--- config.mk ---
export PLATFORM = sky130hd
export DESIGN_NAME = isotp_reassembler_rx
export DESIGN_NICKNAME = d
export VERILOG_FILES = /design/src/design/isotp_pkg.sv /design/src/design/isotp_reassembler_rx.sv
export SDC_FILE = /design/constraint.sdc
export NUM_CORES = 1
export LEC_CHECK = 0
export ABC_AREA = 1
export BUFFER_PORTS_ARGS = -buffer_cell sky130_fd_sc_hd__buf_2
export CORE_ASPECT_RATIO = 0.8
export CORE_UTILIZATION = 35
export DETAILED_ROUTE_END_ITERATION = 8
export PLACE_DENSITY_LB_ADDON = 0.3
export SETUP_SLACK_MARGIN = 0.1
export SYNTH_ARGS = -nofsm -noshare
export SYNTH_HDL_FRONTEND = slang
export SYNTH_SLANG_ARGS = --single-unit
--- constraint.sdc ---
create_clock -name i_clk -period 7.1 [get_ports i_clk]
set_clock_uncertainty 0.15 [all_clocks]
set_input_delay 1.42 -clock i_clk [delete_from_list [all_inputs] [get_ports i_clk]]
set_output_delay 1.42 -clock i_clk [all_outputs]
set_load 0.1 [all_outputs]
--- src/design/isotp_pkg.sv ---
// ----------------------------------------------------------------------------
// isotp_pkg
// shared types and constants of the iso-tp receive reassembler
// ----------------------------------------------------------------------------
`default_nettype none

package isotp_pkg;

    // longest message a first frame may announce
    localparam int unsigned MAX_MESSAGE = 4095;

    localparam int unsigned IN_DATA_W  = 80;  // frame_id + byte0..byte7, padded
    localparam int unsigned OUT_DATA_W = 40;  // data_byte, position, cause, send_id, padded
    localparam int unsigned FRAME_BYTES = 8;

    typedef enum logic [1:0] {
        KIND_BYTE  = 2'd0,
        KIND_CTS   = 2'd1,
        KIND_DONE  = 2'd2,
        KIND_ABORT = 2'd3
    } t_kind;

    typedef enum logic [1:0] {
        CAUSE_NONE       = 2'd0,
        CAUSE_SEQ        = 2'd1,
        CAUSE_TIMEOUT    = 2'd2,
        CAUSE_UNEXPECTED = 2'd3
    } t_cause;

    typedef enum logic [1:0] {
        CFG_RX_ID    = 2'd0,
        CFG_TX_ID    = 2'd1,
        CFG_CAPACITY = 2'd2,
        CFG_TIMEOUT  = 2'd3
    } t_cfg_idx;

    typedef enum logic {
        OP_FRAME = 1'b0,
        OP_TICK  = 1'b1
    } t_opcode;

    // protocol control nibble
    localparam logic [3:0] PCI_SF = 4'h0;
    localparam logic [3:0] PCI_FF = 4'h1;
    localparam logic [3:0] PCI_CF = 4'h2;

    localparam logic [3:0]  SF_MAX_LEN  = 4'd7;
    localparam logic [11:0] FF_MIN_LEN  = 12'd8;
    localparam logic [11:0] FF_BYTES    = 12'd6;
    localparam logic [2:0]  CF_MAX_DATA = 3'd7;
    localparam logic [3:0]  SEQ_FIRST   = 4'd1;

    localparam logic [10:0] RX_ID_RST    = 11'd2047;
    localparam logic [10:0] TX_ID_RST    = 11'd2047;
    localparam logic [11:0] CAPACITY_RST = 12'd4095;
    localparam logic [15:0] TIMEOUT_RST  = 16'd1000;

endpackage

`default_nettype wire

--- src/design/isotp_reassembler_rx.sv ---
// ----------------------------------------------------------------------------
// isotp_reassembler_rx
// iso-tp receive side: decodes single, first and consecutive frames and
// streams the payload bytes out with flow control, completion and abort items
// ----------------------------------------------------------------------------
// Each input item is decoded in the cycle it is accepted: the protocol state
// is updated at once and the results are parked in a small descriptor, from
// which one result per cycle, while the output register is free or being
// taken, is loaded into it. An item causes up to 8 results (a seven-byte
// single frame, or a consecutive frame that ends the message with seven
// bytes), 7 for a first frame; ticks, foreign ids and ignored frames cause
// none. The next item is taken in the same cycle as the last result of the
// previous one is loaded, so items follow each other without gaps while the
// output side keeps taking results.
`default_nettype none

module isotp_reassembler_rx
    import isotp_pkg::*;
(
    input  wire logic                  i_clk,
    input  wire logic                  i_rst_n,
    // configuration write port
    input  wire logic                  i_cfg_we,
    input  wire logic [1:0]            i_cfg_idx,
    input  wire logic [15:0]           i_cfg_wdata,
    // input items
    input  wire logic                  i_s_axis_tvalid,
    output logic                       o_s_axis_tready,
    input  wire logic [IN_DATA_W-1:0]  i_s_axis_tdata,   // frame_id, byte0 .. byte7
    input  wire logic                  i_s_axis_tuser,   // opcode
    // result items
    output logic                       o_m_axis_tvalid,
    input  wire logic                  i_m_axis_tready,
    output logic [OUT_DATA_W-1:0]      o_m_axis_tdata,   // data_byte, position, abort_cause,
                                                         // send_id
    output logic [1:0]                 o_m_axis_tuser,   // kind
    output logic                       o_m_axis_tlast    // last
);

    // configuration
    logic [10:0] r_rx_id;
    logic [10:0] r_tx_id;
    logic [11:0] r_capacity;
    logic [15:0] r_timeout;

    // protocol state
    logic        r_assembling, n_assembling;
    logic [11:0] r_msg_len, n_msg_len;
    logic [11:0] r_rcvd, n_rcvd;
    logic [3:0]  r_seq, n_seq;
    logic [15:0] r_ticks, n_ticks;

    // result descriptor
    logic [3:0]  r_rem, n_rem;
    logic [2:0]  r_idx;
    logic [2:0]  r_nb, d_nb;
    logic [7:0]  r_data [FRAME_BYTES];
    logic [7:0]  d_data [FRAME_BYTES];
    logic [11:0] r_base, d_base;
    logic        d_tail;
    t_kind       r_tkind, d_tkind;
    logic [11:0] r_tpos, d_tpos;
    t_cause      r_tcause, d_tcause;
    logic [10:0] r_tsid, d_tsid;

    // output register
    logic        r_out_valid;
    t_kind       r_out_kind;
    logic [7:0]  r_out_data;
    logic [11:0] r_out_pos;
    t_cause      r_out_cause;
    logic [10:0] r_out_sid;
    logic        r_out_last;

    logic        s_acc;
    logic        load;
    logic [10:0] w_id;
    logic [7:0]  w_b [FRAME_BYTES];
    logic [3:0]  w_pci;
    logic [3:0]  w_nib;
    logic [11:0] w_ff_len;
    logic [11:0] w_cf_rem;
    logic [2:0]  w_cf_nb;
    logic [11:0] w_cf_new;

    always_comb begin
        w_id = i_s_axis_tdata[10:0];
        for (int k = 0; k < FRAME_BYTES; k++) begin
            w_b[k] = i_s_axis_tdata[11 + 8*k +: 8];
        end
    end

    assign load            = (r_rem != 4'd0) && (!r_out_valid || i_m_axis_tready);
    assign o_s_axis_tready = (r_rem == 4'd0) || ((r_rem == 4'd1) && load);
    assign s_acc           = i_s_axis_tvalid && o_s_axis_tready;

    assign w_pci    = w_b[0][7:4];
    assign w_nib    = w_b[0][3:0];
    assign w_ff_len = {w_nib, w_b[1]};
    assign w_cf_rem = (r_msg_len > r_rcvd) ? (r_msg_len - r_rcvd) : 12'd0;
    assign w_cf_nb  = (w_cf_rem > 12'(CF_MAX_DATA)) ? CF_MAX_DATA : w_cf_rem[2:0];
    assign w_cf_new = r_rcvd + 12'(w_cf_nb);

    // decode of one accepted item
    always_comb begin
        n_assembling = r_assembling;
        n_msg_len    = r_msg_len;
        n_rcvd       = r_rcvd;
        n_seq        = r_seq;
        n_ticks      = r_ticks;
        d_nb         = 3'd0;
        d_base       = 12'd0;
        d_tail       = 1'b0;
        d_tkind      = KIND_DONE;
        d_tpos       = 12'd0;
        d_tcause     = CAUSE_NONE;
        d_tsid       = 11'd0;
        for (int k = 0; k < FRAME_BYTES - 1; k++) begin
            d_data[k] = w_b[k+1];
        end
        d_data[FRAME_BYTES-1] = 8'd0;

        if (t_opcode'(i_s_axis_tuser) == OP_TICK) begin
            if (r_ticks != 16'hFFFF) begin
                n_ticks = r_ticks + 16'd1;
            end
        end else if (w_id == r_rx_id) begin
            if (!r_assembling) begin
                if (w_pci == PCI_SF) begin
                    if (w_nib != 4'd0 && w_nib <= SF_MAX_LEN
                            && 12'(w_nib) <= r_capacity) begin
                        d_nb     = w_nib[2:0];
                        d_tail   = 1'b1;
                        d_tkind  = KIND_DONE;
                        d_tpos   = 12'(w_nib);
                    end
                end else if (w_pci == PCI_FF) begin
                    if (w_ff_len >= FF_MIN_LEN && 32'(w_ff_len) <= MAX_MESSAGE
                            && w_ff_len <= r_capacity) begin
                        for (int k = 0; k < FRAME_BYTES - 2; k++) begin
                            d_data[k] = w_b[k+2];
                        end
                        d_data[FRAME_BYTES-2] = 8'd0;
                        d_nb         = 3'(FF_BYTES);
                        d_tail       = 1'b1;
                        d_tkind      = KIND_CTS;
                        d_tsid       = r_tx_id;
                        n_msg_len    = w_ff_len;
                        n_rcvd       = FF_BYTES;
                        n_seq        = SEQ_FIRST;
                        n_assembling = 1'b1;
                        n_ticks      = 16'd0;
                    end
                end
            end else begin
                d_tail = 1'b1;
                priority if (r_ticks > r_timeout) begin
                    n_assembling = 1'b0;
                    d_tkind      = KIND_ABORT;
                    d_tcause     = CAUSE_TIMEOUT;
                end else if (w_pci != PCI_CF) begin
                    n_assembling = 1'b0;
                    d_tkind      = KIND_ABORT;
                    d_tcause     = CAUSE_UNEXPECTED;
                end else if (w_nib != r_seq) begin
                    n_assembling = 1'b0;
                    d_tkind      = KIND_ABORT;
                    d_tcause     = CAUSE_SEQ;
                end else begin
                    d_nb    = w_cf_nb;
                    d_base  = r_rcvd;
                    n_rcvd  = w_cf_new;
                    n_seq   = r_seq + 4'd1;
                    n_ticks = 16'd0;
                    // completion only when the message is full
                    d_tail  = (w_cf_new >= r_msg_len);
                    d_tkind = KIND_DONE;
                    d_tpos  = r_msg_len;
                    if (w_cf_new >= r_msg_len) begin
                        n_assembling = 1'b0;
                    end
                end
            end
        end
    end

    always_comb begin
        n_rem = r_rem;
        if (load) begin
            n_rem = r_rem - 4'd1;
        end
        if (s_acc) begin
            n_rem = 4'(d_nb) + 4'(d_tail);
        end
    end

    always_ff @(posedge i_clk) begin
        if (!i_rst_n) begin
            r_rx_id    <= RX_ID_RST;
            r_tx_id    <= TX_ID_RST;
            r_capacity <= CAPACITY_RST;
            r_timeout  <= TIMEOUT_RST;
        end else if (i_cfg_we) begin
            unique case (t_cfg_idx'(i_cfg_idx))
                CFG_RX_ID:    r_rx_id    <= i_cfg_wdata[10:0];
                CFG_TX_ID:    r_tx_id    <= i_cfg_wdata[10:0];
                CFG_CAPACITY: r_capacity <= i_cfg_wdata[11:0];
                CFG_TIMEOUT:  r_timeout  <= i_cfg_wdata;
                default: ;
            endcase
        end
    end

    always_ff @(posedge i_clk) begin
        if (!i_rst_n) begin
            r_assembling <= 1'b0;
            r_msg_len    <= 12'd0;
            r_rcvd       <= 12'd0;
            r_seq        <= SEQ_FIRST;
            r_ticks      <= 16'd0;
            r_rem        <= 4'd0;
            r_idx        <= 3'd0;
        end else begin
            r_rem <= n_rem;
            if (s_acc) begin
                r_assembling <= n_assembling;
                r_msg_len    <= n_msg_len;
                r_rcvd       <= n_rcvd;
                r_seq        <= n_seq;
                r_ticks      <= n_ticks;
                r_idx        <= 3'd0;
            end else if (load) begin
                r_idx <= r_idx + 3'd1;
            end
        end
    end

    always_ff @(posedge i_clk) begin
        if (s_acc) begin
            r_nb     <= d_nb;
            r_data   <= d_data;
            r_base   <= d_base;
            r_tkind  <= d_tkind;
            r_tpos   <= d_tpos;
            r_tcause <= d_tcause;
            r_tsid   <= d_tsid;
        end
    end

    // output register, one result per cycle from the descriptor while it is free or being taken
    always_ff @(posedge i_clk) begin
        if (!i_rst_n) begin
            r_out_valid <= 1'b0;
        end else if (load) begin
            r_out_valid <= 1'b1;
        end else if (i_m_axis_tready) begin
            r_out_valid <= 1'b0;
        end
    end

    always_ff @(posedge i_clk) begin
        if (load) begin
            r_out_last <= (r_rem == 4'd1);
            if (r_idx < r_nb) begin
                r_out_kind  <= KIND_BYTE;
                r_out_data  <= r_data[r_idx];
                r_out_pos   <= r_base + 12'(r_idx);
                r_out_cause <= CAUSE_NONE;
                r_out_sid   <= 11'd0;
            end else begin
                r_out_kind  <= r_tkind;
                r_out_data  <= 8'd0;
                r_out_pos   <= r_tpos;
                r_out_cause <= r_tcause;
                r_out_sid   <= r_tsid;
            end
        end
    end

    assign o_m_axis_tvalid = r_out_valid;
    assign o_m_axis_tdata  = {7'd0, r_out_sid, r_out_cause, r_out_pos, r_out_data};
    assign o_m_axis_tuser  = r_out_kind;
    assign o_m_axis_tlast  = r_out_last;

endmodule

`default_nettype wire

Yosys cells after proc, flatten, opt, wreduce, memory -nomap -nowiden --
Index checks and enable logic that the tools add are counted.
Cells by class: magnitude comparators 10, bitwise logic cells 8, muxes and demuxes 82, equal/unequal tests 18, $add $sub $neg 8, reductions and logical operators 35
Operators with widths (count):
- $mux W56 | 6
- $mux W16 | 10
- $mux W12 | 13
- $mux W4 | 11
- $mux W3 | 11
- $add A12 B3 Y12 | 2
- $bmux W8 S3 | 1
- $mux W1 | 22
- $reduce_and A9 Y1 | 2
- $add A16 B1 Y16 const B | 1
- $gt A16 B16 Y1 | 1
- $mux W8 | 2
- $ne A16 B16 Y1 const B | 1
- $ge A12 B12 Y1 | 1
- $ge A12 B4 Y1 const B | 1
- $gt A12 B12 Y1 | 1
- $gt A12 B3 Y1 const B | 1
- $le A12 B12 Y1 | 1
- $le A4 B12 Y1 | 1
- $mux W2 | 6
- $ne A3 B3 Y1 const B | 4
- $reduce_or A6 Y1 | 2
- $sub A12 B12 Y12 | 1
- $eq A11 B11 Y1 | 1
- 30 further kinds | 58
Storage, ports and cells: word-level logic and storage cells 193, register bits 237, output and inout bits 45

Logic depth before layout (Yosys ltp) --
word-level depth 14, gate-level depth with buffers 41, gate-level depth less buffers 41

Worst setup path after synthesis --
Ideal clock, no wire load.
kind register -> register, start reg r_msg_len[0], end reg r_rem[1], cell stages (with the launch flop) 37, path buffers 0, data required time 6.859 ns, period minus slack after synthesis 4.993 ns, arrival time 4.752 ns, slack 2.107 ns, cell sequence dfxtp_1 -> inv_1 -> ha_1 -> fa_1 -> inv_1 -> nand2_1 -> nand2_1 -> nand3_1 -> nand2_1 -> nand2_1 -> nand3_1 -> nand2_1 -> nor2_1 -> nand4_1 -> nand2_1 -> inv_1 -> ha_1 -> nand3_1 -> and2_4 -> or2_1 -> nor2_2 -> inv_2 -> nor2_4 -> xor2_1 -> ha_1 -> nand2_1 -> nor2_1 -> a211oi_1 -> o21ai_0 -> nand3_1 -> a21oi_1 -> nor3_1 -> nor3_1 -> ha_1 -> ha_1 -> nor2_1 -> a311oi_1
Between the ends: word-level cells in the longest chain between the ends 14, elaborated cells between the ends (all ways) 21
RTL lines:
- start: declaration | RTL line isotp_reassembler_rx.sv:48 | logic [11:0] r_msg_len, n_msg_len;
- start signal: assignment | RTL line isotp_reassembler_rx.sv:227 | r_msg_len <= n_msg_len;
- $sub A12 B12 Y12 / $gt A12 B12 Y1 (equally long branches) | RTL line isotp_reassembler_rx.sv:100 | assign w_cf_rem = (r_msg_len > r_rcvd) ? (r_msg_len - r_rcvd) : 12'd0;
- $mux W12 | RTL line isotp_reassembler_rx.sv:100
- $gt A12 B3 Y1 | RTL line isotp_reassembler_rx.sv:101 | assign w_cf_nb = (w_cf_rem > 12'(CF_MAX_DATA)) ? CF_MAX_DATA : w_cf_rem[2:0];
- $mux W3 | RTL line isotp_reassembler_rx.sv:101
- $add A12 B3 Y12 | RTL line isotp_reassembler_rx.sv:102 | assign w_cf_new = r_rcvd + 12'(w_cf_nb);
- $ge A12 B12 Y1 | RTL line isotp_reassembler_rx.sv:176 | d_tail = (w_cf_new >= r_msg_len);
- $mux W1 | RTL line isotp_reassembler_rx.sv:165 | end else if (w_nib != r_seq) begin
- $mux W1 | RTL line isotp_reassembler_rx.sv:161 | end else if (w_pci != PCI_CF) begin
- $mux W1 | RTL line isotp_reassembler_rx.sv:157 | priority if (r_ticks > r_timeout) begin
- $mux W1 | RTL line isotp_reassembler_rx.sv:128 | if (!r_assembling) begin
- $mux W1 | RTL line isotp_reassembler_rx.sv:127 | end else if (w_id == r_rx_id) begin
- $mux W1 | RTL line isotp_reassembler_rx.sv:123 | if (t_opcode'(i_s_axis_tuser) == OP_TICK) begin
- $add A3 B1 Y4 * | RTL line isotp_reassembler_rx.sv:193 | n_rem = 4'(d_nb) + 4'(d_tail);
- $mux W4 * | RTL line isotp_reassembler_rx.sv:192 | if (s_acc) begin
- end signal: assignment | RTL line isotp_reassembler_rx.sv:224 | r_rem <= n_rem;
- end: declaration | RTL line isotp_reassembler_rx.sv:54 | logic [3:0] r_rem, n_rem;
Mark *: on every way between the ends. The rest lies on a longest branch, timed or not. A chain may end at the register's enable or synchronous reset.

Worst setup path after layout --
start reg r_msg_len[0], end reg r_rem[2]
The elaborated chain is that of the path after synthesis.

==> impl_metrics.env <==
export IMPL_synth_area_mm2=0.01277
export IMPL_period_needed_ps=6048
export IMPL_first_iter_violations=749
export IMPL_fin_hold_ws_ps=315.8
export IMPL_hold_start="r_timeout[2]$_SDFFE_PN0P_"
export IMPL_ant_nets=0
export IMPL_leakagePower_uw=0.006585
export IMPL_synth_cell_types=62
export IMPL_p_per_area_mw_per_mm2=338.0
export IMPL_status="complete, no violations"
export IMPL_io_pins=149
export IMPL_cp_end_kind="flip-flop"
export IMPL_numCtsBuffers=26
export IMPL_worst_path_most_repeated_cell="nand2_1"
export IMPL_critPathSlowestCell="fa_1"
export IMPL_path_clk_slew_ps=60
export IMPL_reg2reg_depth=37
export IMPL_hold_buffers=0
export IMPL_stdcell_count=2155
export IMPL_place_detailed_hpwl_mm=23.81
export IMPL_ys_ff_latch=237
export IMPL_die_height_um=172.9
export IMPL_gp_congestion=0.8933
export IMPL_port_buffers=136
export IMPL_hold_violations=0
export IMPL_start_util_pct=35.57
export IMPL_grt_use_total_pct=17.64
export IMPL_vias=10429
export IMPL_drc_errors=0
export IMPL_rows=62
export IMPL_clk_insertion_delay_late_ps=540
export IMPL_cap_viol_max_count=0
export IMPL_area_delta_synth_final_pct=14.75
export IMPL_dieArea_mm2=0.03727
export IMPL_dr_pass1_iters=5
export IMPL_clockBufferDepth=3
export IMPL_rsz0062_at_grt="false"
export IMPL_slew_viol_final=0
export IMPL_route_met3_wl_mm=1.623
export IMPL_post_cts_setup_buffers=0
export IMPL_max_freq_mhz=165.3
export IMPL_diodes=0
export IMPL_htree_levels=1
export IMPL_fp_dieW_um=215.6
export IMPL_drive_above_1_share_pct=14.27
export IMPL_drt_met1_wl_mm=16.04
export IMPL_slowest_delay_ps=420
export IMPL_cts_sinks=237
export IMPL_core_area_mm2=0.03592
export IMPL_crit_required_ps=7420
export IMPL_cts_root_buf="clkbuf_16"
export IMPL_cp_max_fo=4
export IMPL_tightest_slew_ps=1189
export IMPL_hold_depth=2
export IMPL_whs_endpoint="r_timeout[2]$_SDFFE_PN0P_"
export IMPL_dp_cells=2107
export IMPL_grt_ovfl_total=0
export IMPL_synthArstFlopShare_pct=0
export IMPL_wire_per_inst_um=15.34
export IMPL_avgSynthCellArea_um2=8.333
export IMPL_setup_tns_ps=0
export IMPL_cts_resized_gates=0
export IMPL_antenna_found_initial=0
export IMPL_ys_seq_area_share_pct=47.64
export IMPL_worst_setup_path_type="reg2reg"
export IMPL_synth_edf_count=134
export IMPL_nFillCells=3613
export IMPL_worst_setup_path_start_kind="flip-flop"
export IMPL_arrival_ps=6370
export IMPL_drt_wl_total_mm=33.07
export IMPL_top_layer_used="met4"
export IMPL_yosys_warnings=0
export IMPL_relSlewSlack_pct=20.32
export IMPL_rrSetupSlack_ps=1050
export IMPL_holdCritPathClass="reg2reg"
export IMPL_route_met2_wl_mm=14.67
export IMPL_syn_inst=1533
export IMPL_cts_tree="built"
export IMPL_r2r_start="r_msg_len[0]$_SDFFE_PN0P_"
export IMPL_ir_drop_v=0.0003382
export IMPL_setup_viol=0
export IMPL_period_share_pct=85.19
export IMPL_reg2reg_to="r_rem[2]$_SDFFE_PN0P_"
export IMPL_nets=1833
export IMPL_grt_pass1_wl_mm=52.81
export IMPL_grt_pass1_vias=9982
export IMPL_grt_max_degree=80
export IMPL_vias_per_cell=4.839
export IMPL_final_util_pct=40.81
export IMPL_synth_main_ff_cell="edfxtp_1"
[layout make-up]
| class | count | area (um^2) | share of cell area (%) |
|---|---|---|---|
| Sequential cell | 237 | 6086 | 41.52 |
| Timing Repair Buffer | 147 | 763.2 | 5.207 |
| Clock buffer | 41 | 740.7 | 5.053 |
| Clock inverter | 7 | 41.29 | 0.2817 |
| Inverter | 202 | 765.7 | 5.224 |
| Multi-Input combinational cell | 1041 | 5662 | 38.62 |
| Tap cell | 480 | 600.6 | 4.097 |
[placed cells by master, fill, tap and decap left out, types with 5 or more instances in the layout]
cell         n
nand2_1    350
nor2_1     189
inv_1      187
buf_2      136
edfxtp_1   134
dfxtp_1    103
o21ai_0     98
a21oi_1     76
ha_1        71
nand3_1     52
o211ai_1    31
clkbuf_16   26
xor2_1      24
nor3_1      20
nand4_1     13
xnor2_1     11
clkbuf_1    11
buf_4       11
a21oi_2     10
inv_2        9
a311oi_1     9
o22ai_1      8
nor3_2       7
clkinv_1     7
a211oi_1     7
conb_1       7
nand2_2      6
or2_2        5
[registers in the layout, summed over array words and instances (netlist names), 4 cells and up]
| register | cells |
|---|---|
| r_tsid | 11 |
| r_data | 56 |
| r_capacity | 12 |
| r_out_data | 8 |
| r_out_sid | 11 |
| r_timeout | 16 |
| r_rcvd | 12 |
| r_base | 12 |
| r_out_pos | 12 |
| r_rx_id | 11 |
| r_msg_len | 12 |
| r_tpos | 12 |
| r_seq | 4 |
| r_ticks | 16 |
| r_rem | 4 |
| r_tx_id | 11 |
[logic make-up after synthesis]
group	Yosys count	share of synthesized area (%)
compound gates	257	11.81
simple gates	668	22.34
other cells	1	0.02935
flops	237	47.64
buf+inv	261	8.354
fa+ha+maj	74	7.424
xor+xnor	35	2.400
[power breakdown]
group / internal [uW] / total [uW] / switching (uW)
combinational: 290 / 1730 / 1440
sequential: 1870 / 1970 / 93.1
clock: 713 / 1260 / 545
[Yosys cell counts (3+ instances only)]
library cell  count  area, um^2
buf_1             3       11.26
a21oi_1          76       380.4
nand3b_1          3       22.52
nand2_1         350        1314
nor3_1           22       110.1
or2_2             5       31.28
nand2_2           6       37.54
a21oi_2          10       87.58
nor2_1          190       713.2
nand3_1          52       260.3
buf_2             9       45.04
o211ai_1         31       232.7
buf_4             9       67.56
clkinv_1          3       11.26
inv_1           187       701.9
xnor2_1          11       96.34
nand4_1          13       81.33
xor2_1           24       210.2
clkbuf_1         35       131.4
nor2_4            3       33.78
nor3_2            5       50.05
a311oi_1          9       78.83
inv_2             9       33.78
nor2_2            3       18.77
o22ai_1           8       50.05
edfxtp_1        134        4024
dfxtp_1         103        2062
a211oi_1          7       52.55
fa_1              3       60.06
ha_1             71       888.4
o21ai_0          98       490.5
[worst max-delay path, delay by kind of cell, from the launching register on]
family / cells / cell delay [ps]
DFF: 1 / 360
xor gates and xnor gates: 1 / 260
and+or+nand+nor: 22 / 2660
buffers and inverters: 4 / 280
AOI/OAI and AO/OA: 4 / 560
adders and majority gates: 6 / 1690
[metal layers]
layer / global-route usage (%) / vias to the layer above
met3: 3.026 / 49
met4: 4.314 / 0
met2: 27.72 / 232
met5: 0 / -
met1: 25.11 / 4857
li1: - / 5291
[worst max-delay path by stage]
stage                              startpoint                     to  slack [ps]  depth (start not counted)
floorplan           r_msg_len[0]$_SDFFE_PN0P_  r_rem[1]$_SDFFE_PN0P_        2110                         36
global placement    r_msg_len[0]$_SDFFE_PN0P_  r_rem[2]$_SDFFE_PN0P_        1190                         37
detailed placement  r_msg_len[0]$_SDFFE_PN0P_  r_rem[2]$_SDFFE_PN0P_        1160                         37
CTS                 r_msg_len[0]$_SDFFE_PN0P_  r_rem[2]$_SDFFE_PN0P_        1140                         37
global route        r_msg_len[0]$_SDFFE_PN0P_  r_rem[1]$_SDFFE_PN0P_         470                         38
finish              r_msg_len[0]$_SDFFE_PN0P_  r_rem[2]$_SDFFE_PN0P_        1050                         37
[per-stage QoR]
stage | setup slack, ps | power, uW | cell area, um^2
final | 1052 | 4955 | 14660
after global routing | 465.2 | 5175 | 14660
after CTS | 1140 | 5009 | 14660
after detailed placement | 1157 | 3740 | 13880
after global placement | 1192 | 3718 | 13880
after floorplan | 2107 | 3356 | 12800
Power figures use the tool's default switching activity.
